**src/rtl/core/kcl_pkg.sv**
```systemverilog
package kcl_pkg;

  // digit layout of the code registers
  localparam int unsigned DigitW     = 2;
  localparam int unsigned CodeW      = 6;
  localparam int unsigned CodeDigits = CodeW / DigitW;
  localparam int unsigned TickW      = 8;

  // default code length in digits
  localparam int unsigned CodeDigitsDefault = 3;

  // configuration port
  localparam int unsigned CfgIdxW  = 3;
  localparam int unsigned CfgDataW = 8;

  typedef enum logic [CfgIdxW-1:0] {
    CFG_USER_CODE      = 3'd0,
    CFG_MASTER_CODE    = 3'd1,
    CFG_UNLOCK_TICKS   = 3'd2,
    CFG_WARNING_TICKS  = 3'd3,
    CFG_LOCKDOWN_TICKS = 3'd4
  } cfg_idx_e;

  // reset values of the configuration registers
  localparam logic [CodeW-1:0] UserCodeRst      = 6'd57;
  localparam logic [CodeW-1:0] MasterCodeRst    = 6'd0;
  localparam logic [TickW-1:0] UnlockTicksRst   = 8'd10;
  localparam logic [TickW-1:0] WarningTicksRst  = 8'd20;
  localparam logic [TickW-1:0] LockdownTicksRst = 8'd240;

  localparam int unsigned StatusW = 3;

  typedef enum logic [StatusW-1:0] {
    ST_NONE          = 3'd0,
    ST_KEY_TAKEN     = 3'd1,
    ST_GRANTED       = 3'd2,
    ST_DENIED        = 3'd3,
    ST_ADMIN_CLEARED = 3'd4,
    ST_ADMIN_WRONG   = 3'd5,
    ST_LOCK_EXPIRED  = 3'd6
  } status_e;

endpackage

```
**src/rtl/core/keypad_code_lock_with_lockout.sv**
```systemverilog
// result: the result beat of an accepted input beat is registered and valid in the next cycle
// throughput: one beat per cycle while the sink keeps up; the lock state and the result
//   register update together on each accepted beat; a waiting result is replaced when taken
// reset: asynchronous, active low; entry mode, red lamp on, counts and timers cleared,
//   configuration registers back to their defaults (user code 57, master code 0, 10/20/240)
module keypad_code_lock_with_lockout #(
  parameter int unsigned CODE_DIGITS = kcl_pkg::CodeDigitsDefault
) (
  input  logic                         clk_i,
  input  logic                         rst_ni,
  // configuration writes
  input  logic                         cfg_we_i,
  input  logic [kcl_pkg::CfgIdxW-1:0]  cfg_index_i,
  input  logic [kcl_pkg::CfgDataW-1:0] cfg_data_i,
  // event input
  input  logic                         in_valid_i,
  output logic                         in_ready_o,
  input  logic                         cmd_i,
  input  logic [1:0]                   key_value_i,
  // result output
  output logic                         out_valid_o,
  input  logic                         out_ready_i,
  output logic                         led_green_o,
  output logic                         led_red_o,
  output logic                         led_blue_o,
  output logic [kcl_pkg::StatusW-1:0]  status_o
);

  localparam int unsigned DigW  = kcl_pkg::DigitW;
  localparam int unsigned TypW  = DigW * CODE_DIGITS;
  localparam int unsigned CntW  = (CODE_DIGITS > 1) ? $clog2(CODE_DIGITS) : 1;
  localparam int unsigned TickW = kcl_pkg::TickW;

  typedef enum logic [1:0] {
    MODE_ENTRY    = 2'd0,
    MODE_UNLOCKED = 2'd1,
    MODE_WARNING  = 2'd2,
    MODE_LOCKDOWN = 2'd3
  } mode_e;

  // configuration registers
  logic [kcl_pkg::CodeW-1:0] user_code_q, master_code_q;
  logic [TickW-1:0]          unlock_ticks_q, warning_ticks_q, lockdown_ticks_q;

  // lock state
  mode_e            mode_q, mode_d;
  logic [CntW-1:0]  cnt_q, cnt_d;
  logic [TypW-1:0]  typed_q, typed_d;
  logic [1:0]       fail_q, fail_d;
  logic             after_warn_q, after_warn_d;
  logic [TickW-1:0] timer_q, timer_d;
  logic             red_q, red_d;

  // result register
  logic                       out_valid_q;
  logic                       green_q, blue_q;
  kcl_pkg::status_e           status_q, status_d;

  logic accept;

  // a new beat may enter whenever the result slot is empty or being drained
  assign in_ready_o = !out_valid_q || out_ready_i;
  assign accept     = in_valid_i && in_ready_o;

  // codes widened to the typed length; digits beyond the register read as zero
  logic [TypW-1:0] user_vec, master_vec;
  always_comb begin
    user_vec   = '0;
    master_vec = '0;
    for (int unsigned i = 0; i < CODE_DIGITS; i++) begin
      if (i < kcl_pkg::CodeDigits) begin
        user_vec[DigW*i +: DigW]   = user_code_q[DigW*i +: DigW];
        master_vec[DigW*i +: DigW] = master_code_q[DigW*i +: DigW];
      end
    end
  end

  // digit entry shared by entry mode and lockdown
  logic [TypW-1:0] typed_new;
  logic            code_done;
  always_comb begin
    typed_new = typed_q;
    for (int unsigned i = 0; i < CODE_DIGITS; i++) begin
      if (cnt_q == CntW'(i)) begin
        typed_new[DigW*i +: DigW] = key_value_i;
      end
    end
  end
  assign code_done = (cnt_q == CntW'(CODE_DIGITS - 1));

  // next fail count on a miss: a miss right after a warning goes straight to lockdown
  logic [1:0] fail_miss;
  assign fail_miss = (after_warn_q || fail_q == 2'd3) ? 2'd3 : fail_q + 2'd1;

  // shared tick handling for the timed phases (unlocked, warning and lockdown)
  logic             phase_end;
  logic [TickW-1:0] timer_dec;
  assign phase_end = (timer_q <= TickW'(1));
  assign timer_dec = timer_q - TickW'(1);

  always_comb begin
    mode_d       = mode_q;
    cnt_d        = cnt_q;
    typed_d      = typed_q;
    fail_d       = fail_q;
    after_warn_d = after_warn_q;
    timer_d      = timer_q;
    red_d        = red_q;
    status_d     = kcl_pkg::ST_NONE;

    unique case (mode_q)
      MODE_ENTRY: begin
        if (!cmd_i) begin
          status_d = kcl_pkg::ST_KEY_TAKEN;
          if (code_done) begin
            cnt_d   = '0;
            typed_d = '0;
            if (typed_new == user_vec) begin
              fail_d       = 2'd0;
              after_warn_d = 1'b0;
              red_d        = 1'b0;
              timer_d      = unlock_ticks_q;
              mode_d       = MODE_UNLOCKED;
              status_d     = kcl_pkg::ST_GRANTED;
            end else begin
              fail_d       = fail_miss;
              after_warn_d = 1'b0;
              status_d     = kcl_pkg::ST_DENIED;
              if (fail_miss == 2'd2) begin
                red_d   = !red_q;
                timer_d = warning_ticks_q;
                mode_d  = MODE_WARNING;
              end else if (fail_miss == 2'd3) begin
                red_d   = !red_q;
                timer_d = lockdown_ticks_q;
                mode_d  = MODE_LOCKDOWN;
              end
            end
          end else begin
            cnt_d   = cnt_q + CntW'(1);
            typed_d = typed_new;
          end
        end
      end
      MODE_UNLOCKED: begin
        if (cmd_i) begin
          if (phase_end) begin
            timer_d = '0;
            red_d   = 1'b1;
            mode_d  = MODE_ENTRY;
          end else begin
            timer_d = timer_dec;
          end
        end
      end
      MODE_WARNING: begin
        if (cmd_i) begin
          if (phase_end) begin
            timer_d      = '0;
            red_d        = 1'b1;
            after_warn_d = 1'b1;
            mode_d       = MODE_ENTRY;
          end else begin
            timer_d = timer_dec;
            if (!timer_dec[0]) red_d = !red_q;
          end
        end
      end
      MODE_LOCKDOWN: begin
        if (!cmd_i) begin
          status_d = kcl_pkg::ST_KEY_TAKEN;
          if (code_done) begin
            cnt_d   = '0;
            typed_d = '0;
            if (typed_new == master_vec) begin
              fail_d       = 2'd0;
              after_warn_d = 1'b0;
              timer_d      = '0;
              red_d        = 1'b1;
              mode_d       = MODE_ENTRY;
              status_d     = kcl_pkg::ST_ADMIN_CLEARED;
            end else begin
              status_d = kcl_pkg::ST_ADMIN_WRONG;
            end
          end else begin
            cnt_d   = cnt_q + CntW'(1);
            typed_d = typed_new;
          end
        end else if (cnt_q == '0) begin
          // timer frozen while a master code is partly typed
          if (phase_end) begin
            timer_d      = '0;
            red_d        = 1'b1;
            after_warn_d = 1'b0;
            mode_d       = MODE_ENTRY;
            status_d     = kcl_pkg::ST_LOCK_EXPIRED;
          end else begin
            timer_d = timer_dec;
            if (!timer_dec[0]) red_d = !red_q;
          end
        end
      end
      default: ;
    endcase
  end

  // configuration, lock state and result register
  always_ff @(posedge clk_i or negedge rst_ni) begin
    if (!rst_ni) begin
      user_code_q      <= kcl_pkg::UserCodeRst;
      master_code_q    <= kcl_pkg::MasterCodeRst;
      unlock_ticks_q   <= kcl_pkg::UnlockTicksRst;
      warning_ticks_q  <= kcl_pkg::WarningTicksRst;
      lockdown_ticks_q <= kcl_pkg::LockdownTicksRst;
      mode_q           <= MODE_ENTRY;
      cnt_q            <= '0;
      typed_q          <= '0;
      fail_q           <= 2'd0;
      after_warn_q     <= 1'b0;
      timer_q          <= '0;
      red_q            <= 1'b1;
      out_valid_q      <= 1'b0;
      green_q          <= 1'b0;
      blue_q           <= 1'b0;
      status_q         <= kcl_pkg::ST_NONE;
    end else begin
      if (cfg_we_i) begin
        unique case (cfg_index_i)
          kcl_pkg::CFG_USER_CODE:      user_code_q      <= cfg_data_i[kcl_pkg::CodeW-1:0];
          kcl_pkg::CFG_MASTER_CODE:    master_code_q    <= cfg_data_i[kcl_pkg::CodeW-1:0];
          kcl_pkg::CFG_UNLOCK_TICKS:   unlock_ticks_q   <= cfg_data_i[TickW-1:0];
          kcl_pkg::CFG_WARNING_TICKS:  warning_ticks_q  <= cfg_data_i[TickW-1:0];
          kcl_pkg::CFG_LOCKDOWN_TICKS: lockdown_ticks_q <= cfg_data_i[TickW-1:0];
          default: ;
        endcase
      end
      if (accept) begin
        mode_q       <= mode_d;
        cnt_q        <= cnt_d;
        typed_q      <= typed_d;
        fail_q       <= fail_d;
        after_warn_q <= after_warn_d;
        timer_q      <= timer_d;
        red_q        <= red_d;
        out_valid_q  <= 1'b1;
        green_q      <= (mode_d == MODE_UNLOCKED);
        blue_q       <= (mode_d == MODE_LOCKDOWN);
        status_q     <= status_d;
      end else if (out_ready_i) begin
        out_valid_q <= 1'b0;
      end
    end
  end

  assign out_valid_o = out_valid_q;
  assign led_green_o = green_q;
  assign led_red_o   = red_q;
  assign led_blue_o  = blue_q;
  assign status_o    = status_q;

  // the red lamp is steady on whenever codes are being entered
  a_entry_red_on: assert property (@(posedge clk_i) disable iff (!rst_ni)
    mode_q == MODE_ENTRY |-> red_q)
    else $error("red lamp off in entry mode");

  // unlocked means red off
  a_unlocked_red_off: assert property (@(posedge clk_i) disable iff (!rst_ni)
    mode_q == MODE_UNLOCKED |-> !red_q)
    else $error("red lamp on while unlocked");

  // warning only after exactly two misses
  a_warning_fail_two: assert property (@(posedge clk_i) disable iff (!rst_ni)
    mode_q == MODE_WARNING |-> fail_q == 2'd2)
    else $error("warning without two misses");

  // lockdown only with a saturated fail count
  a_lockdown_fail_three: assert property (@(posedge clk_i) disable iff (!rst_ni)
    mode_q == MODE_LOCKDOWN |-> fail_q == 2'd3)
    else $error("lockdown without three misses");

  // a granted beat must show green and not blue
  a_granted_green: assert property (@(posedge clk_i) disable iff (!rst_ni)
    out_valid_q && status_q == kcl_pkg::ST_GRANTED |-> green_q && !blue_q)
    else $error("granted result without green lamp");

endmodule
```
**config.mk**
```make
export PLATFORM = sky130hd
export DESIGN_NAME = keypad_code_lock_with_lockout
export DESIGN_NICKNAME = d
export VERILOG_FILES = /design/src/rtl/core/kcl_pkg.sv /design/src/rtl/core/keypad_code_lock_with_lockout.sv
export SDC_FILE = /design/constraint.sdc
export NUM_CORES = 1
export LEC_CHECK = 0
export BUFFER_PORTS_ARGS = -buffer_cell sky130_fd_sc_hd__buf_2
export CAP_MARGIN = 20
export CORE_ASPECT_RATIO = 1.4
export CORE_MARGIN = 2
export CORE_UTILIZATION = 49
export DETAILED_ROUTE_END_ITERATION = 16
export GPL_ROUTABILITY_DRIVEN = 1
export PLACE_DENSITY = 0.72
export SETUP_SLACK_MARGIN = 0.15
export SLEW_MARGIN = 20
export SYNTH_ARGS = -nofsm -noshare
export SYNTH_HDL_FRONTEND = slang
export SYNTH_SLANG_ARGS = --single-unit
```
**constraint.sdc**
```tcl
create_clock -name clk_i -period 2.38 [get_ports clk_i]
set_input_delay 0.119 -clock clk_i [delete_from_list [all_inputs] [get_ports clk_i]]
set_output_delay 0.119 -clock clk_i [all_outputs]
set_load 0.01 [all_outputs]
```
### Yosys cells after proc, flatten, opt, wreduce, memory -nomap -nowiden

Index checks and enable logic that the tools add are counted.

* register bits: 64
* bits of input ports: 19
* logic and storage cells: 146

* bitwise gates (word level): 1
* add/sub/neg operators: 3
* order comparisons: 1
* muxes and demuxes: 71
* equal/unequal tests: 31
* reductions and logical operators: 23

Operators with widths (number)
* 8-bit 2-to-1 mux: 11
* 2-bit 2-to-1 mux: 24
* 1-bit 2-to-1 mux: 25
* 8-bit case mux with 3 select lines: 1
* 10-bit AND reduction: 2
* 2-bit != test (second input constant): 9
* 2-bit == test (second input constant): 7
* 6-bit == test: 2
* 3-bit 2-to-1 mux: 4
* 3-bit != test (second input constant): 4
* 2-bit AND reduction: 5
* 8-bit by 1-bit <= comparator with 1-bit output (second input constant): 1
* 8-bit AND reduction: 1
* 8-bit by 1-bit subtractor with 8-bit output (second input constant): 1
* 7-bit AND reduction: 1
* 2-bit by 1-bit == test with 1-bit output (second input constant): 3
* 3-bit by 2-bit == test with 1-bit output (second input constant): 2
* 6-bit 2-to-1 mux: 1
* 2-bit case mux with 3 select lines: 1
* 3-bit case mux with 2 select lines: 1
* 2-bit by 1-bit adder with 2-bit output (second input constant): 2
* 2-bit zero test: 2
* 4-bit != test (second input constant): 1
* 1-bit case mux with 4 select lines: 1
* 14 further kinds: 18

### Depth between registers and ports, before layout

* depth after elaboration: 11
* mapped depth: 10

### Least setup slack after synthesis

OpenSTA, ideal clock, no wires.

* path kind: reg2reg
* start point: register cnt_q[0]
* end point: register timer_q[1]
* cell stages (with the launch flop): 11
* required time: 2255 ps
* arrival: 2428 ps
* buffers on the path: 3
* setup time: 125 ps
* slack: -173 ps
* cells stage by stage: dfrtp_1 > buf_6 > or2_1 > buf_6 > a2111oi_4 > o221ai_2 > o21ai_2 > a21oi_2 > or3_1 > buf_6 > mux2_4

* cells in the longest elaborated chain, start to end: 7

RTL lines
* from (decl): RTL line keypad_code_lock_with_lockout.sv:47 `logic [CntW-1:0] cnt_q, cnt_d;`
* from (signal assigned): RTL line keypad_code_lock_with_lockout.sv:239 `cnt_q <= cnt_d;`
* 2-bit by 1-bit == test with 1-bit output, or another cell as far along: RTL line keypad_code_lock_with_lockout.sv:84 `if (cnt_q == CntW'(i)) begin`
* 2-bit 2-to-1 mux: RTL line keypad_code_lock_with_lockout.sv:84
* 6-bit == test: RTL line keypad_code_lock_with_lockout.sv:118 `if (typed_new == user_vec) begin`
* 8-bit 2-to-1 mux: RTL line keypad_code_lock_with_lockout.sv:118
* 8-bit 2-to-1 mux: RTL line keypad_code_lock_with_lockout.sv:115 `if (code_done) begin`
* 8-bit 2-to-1 mux: RTL line keypad_code_lock_with_lockout.sv:113 `if (!cmd_i) begin`
* 8-bit case mux with 3 select lines: RTL line keypad_code_lock_with_lockout.sv:111 `unique case (mode_q)`
* to (signal assigned): RTL line keypad_code_lock_with_lockout.sv:243 `timer_q <= timer_d;`
* to (decl): RTL line keypad_code_lock_with_lockout.sv:51 `logic [TickW-1:0] timer_q, timer_d;`

Parallel ways exist; a longest one is shown, timed or not. The select of a mux whose other input is x is not followed.
A chain may end at the register's enable or synchronous reset.

### Worst setup path after layout

* start point: register cnt_q[1]
* end point: register timer_q[1]

The elaborated chain is that of the path after synthesis.

==> impl_metrics.csv <==
group,metric,value,unit
floorplan,coreArea,7700,um2
power_and_ir_drop,clkPwrFrac,13.3,%
clock_tree,cts_tree,"done",
cells_and_area,nNetsFinal,481,
timing,hold_slack,28.6,ps
detailed_routing,firstDrtPassIters,5,
floorplan,io_pins,27,
logic_synthesis,synth_area_leaders,"dfrtp_1 (33%), mux2_2 (14%), dfstp_2 (8.9%)",
worst_hold_path,whs_path_depth,2,
timing,fmax,0.416,GHz
detailed_routing,vias_per_cell,6.23,
detailed_routing,ant_nets,0,
clock_tree,clk_pin_slew_worst_paths,80,ps
power_and_ir_drop,total_power,6390,uW
logic_synthesis,synth.yosys.seq_area_share,42.1,%
critical_path,critPathMaxFanout,6,
logic_synthesis,netlist_area,3840,um2
worst_hold_path,hold_path_class,"input port to flop",
critical_path,cp-end-kind,"flop",
floorplan,row_count,38,
detailed_routing,wl,11100,um
clock_tree,cts_max_level,3,
power_and_ir_drop,p_sw,2730,uW
placed_design,finalWeightedCongestion,0.881,
critical_path,worstPathArrival,2640,ps
placed_design,placedCellCount,525,
timing,finalCritPeriodShare,101,%
clock_tree,cts_root_buf,"clkbuf_8",
logic_synthesis,synth_cell_type_count,65,
clock_tree,cts-buffers-inserted,9,
run_status,status,"complete, but fails checks",
critical_path,start_kind,"flop",
timing,setup_ws,-21.7,ps
power_and_ir_drop,p_int,3670,uW
global_route,grt-ovfl-total,0,
job,drv_cap,0,
cells_and_area,layout_common_cells,"dfrtp_1 (49), mux2_2 (46), buf_4 (46)",
placed_design,dp_hpwl,7090,um
timing,finalSetupViolations,2,
critical_path,cp.required,2610,ps
detailed_routing,drc,0,
floorplan,dieArea,8580,um2
worst_hold_path,min_from,"cfg_data_i[7]",
timing,skew,13.0,ps
power_and_ir_drop,seqPwrFrac,27.6,%
floorplan,start_util,49.9,%
global_route,grt_start_max_net_pins,28,
logic_synthesis,synth_top_area_share,33.2,%
global_route,antenna_found_initial,0,
clock_tree,cts.sinks,64,
logic_synthesis,ys_ff_latch,64,
logic_synthesis,synth_ff_type,"dfrtp_1",
cells_and_area,fin_util,67.2,%
run_status,violations,"setup timing",
detailed_routing,wl_per_cell,19.8,um
timing,timing_hold_violations_final,0,
timing,tightest_slew,569,ps
logic_synthesis,ys_warn_count,0,
detailed_routing,drt_iter0_markers,405,
global_route,grtUsageTotal,25.4,%
cells_and_area,area_growth,34.6,%
logic_synthesis,syn_nets,400,
power_and_ir_drop,powerDensity,1240,nW/um2
logic_synthesis,synthArstFlopShare,100,%
logic_synthesis,yosysTopAreaCell,"dfrtp_1",
detailed_routing,vias,3481,
critical_path,rr_endpoint,"timer_q[1]",
timing,final_max_slew_viol_count,0,
critical_path,r2r_slack,-20,ps
cells_and_area,drive_gt1_share,48.4,%
power_and_ir_drop,swShare,42.7,%
power_and_ir_drop,ir_drop,0.611,mV
power_and_ir_drop,power.leakage,0.00215,uW
floorplan,die_x,78.9,um
placed_design,numPortBuffers,26,
critical_path,r2r_start,"cnt_q[1]",
clock_tree,clock_latency,360,ps
cells_and_area,antennaDiodeCount,0,
power_and_ir_drop,combPwrFrac,59.1,%
cells_and_area,layout_commonest_cell,"dfrtp_1",
timing,period_needed,2400,ps
logic_synthesis,synthCells,373,
global_route,grt_pass1_wl,16800,um
clock_tree,clockBufferDepth,2,
timing,slew_headroom,61.9,%
critical_path,critPathKind,"flop to flop",
cells_and_area,final_cells,559,
critical_path,ff2ff_path_depth,8,
logic_synthesis,synth_edf_count,0,
timing,rsz0062_at_grt,"yes",
worst_hold_path,hold_path_end,"unlock_ticks_q[7]",
floorplan,die_h,109,um
logic_synthesis,avgSynthCellArea,10.3,um2
global_route,grt_pass1_vias,3491,
layout make-up:
class,count,area [um2]
Clock buffer,11,141
Fill cell,583,2530
Multi-Input combinational cell,274,2500
Sequential cell,64,1620
Clock inverter,5,33.8
Tap cell,100,125
Inverter,14,52.6
Timing Repair Buffer,91,702
power by group through the flow:
stage | sequential (uW) | clock, uW | combinational, uW
final | 1760 | 853 | 3780
after detailed placement | 1720 | 0 | 2750
after CTS | 1730 | 861 | 3110
after global routing | 1800 | 911 | 4040
after global placement | 1700 | 0 | 2690
after floorplan | 1670 | 0 | 1800
cells in the mapped netlist (all sizes together) (4+ instances only):
cell,count
a211oi,5
a21oi,17
a22oi,5
a31oi,6
a32oi,4
buf,8
clkbuf,13
dfrtp,51
dfstp,13
ha,8
inv,14
mux2,50
mux2i,5
nand2,28
nand2b,6
nor2,17
nor2b,10
nor3,12
nor3b,4
nor4,5
o21ai,24
o22ai,4
o41ai,10
xor2,9
state kept, by name, summed over array words and instances, names as in the netlist:
signal	flops
cnt_q	2
unlock_ticks_q	8
led_green_o	1
user_code_q	6
master_code_q	6
warning_ticks_q	8
led_red_o	1
led_blue_o	1
fail_q	2
lockdown_ticks_q	8
mode_q	2
typed_q	6
after_warn_q	1
timer_q	8
status_o	3
out_valid_o	1
worst max-delay path, cell delays in order, from the launching register on:
cell	delay, ps
dfrtp_2	460
nand2b_4	160
buf_4	160
a211oi_2	300
o221ai_4	170
o21ai_2	200
a21oi_2	90
or3_4	430
mux2_4	300
cell families (layout without fill, tap and decap cells):
kind of cell	count (synthesis)	in the layout	share of synthesized area, %
buffers and inverters	35	121	4.13
XOR/XNOR	11	11	2.51
AO/OA/AOI/OAI	105	105	19.7
adder cells (fa/ha/maj)	8	8	2.60
AND/OR/NAND/NOR	95	95	12.9
multiplexers	55	55	16.0
flip-flops	64	64	42.1
through the flow:
stage                     instance area [um2]  TNS, ps  setup WS [ps]
after floorplan                          3870     -113           -113
after global placement                   4390    -54.1          -27.7
after detailed placement                 4390     -664           -110
after CTS                                4850        0           39.5
after global routing                     5180     -971           -147
final                                    5180    -24.0          -21.7
layer usage:
layer  GRT usage [%]  vias up  share of wire (%)
met2            44.7      157                 52
met1            28.1     1710                 37
li1                -     1552                  -
met5               0        -                  0
met3            5.05       62                5.4
met4            15.4        0                5.5
worst max-delay path by stage:
stage | start | to | depth (start not counted)
after floorplan | cnt_q[0] | timer_q[1] | 10
after global placement | cnt_q[1] | timer_q[1] | 8
after detailed placement | cnt_q[1] | timer_q[6] | 9
after CTS | cnt_q[0] | timer_q[1] | 7
after global routing | cnt_q[1] | timer_q[1] | 8
final | cnt_q[1] | timer_q[1] | 8
timing repair:
action	in CTS	in global routing
gates cloned	1	0
setup buffers	6	10
resized for setup	45	50
hold endpoints to repair	16	0
setup endpoints to repair	12	17
hold buffers	2	0
pin swaps	16	23
Note: power is estimated with default switching activity, not from simulation.
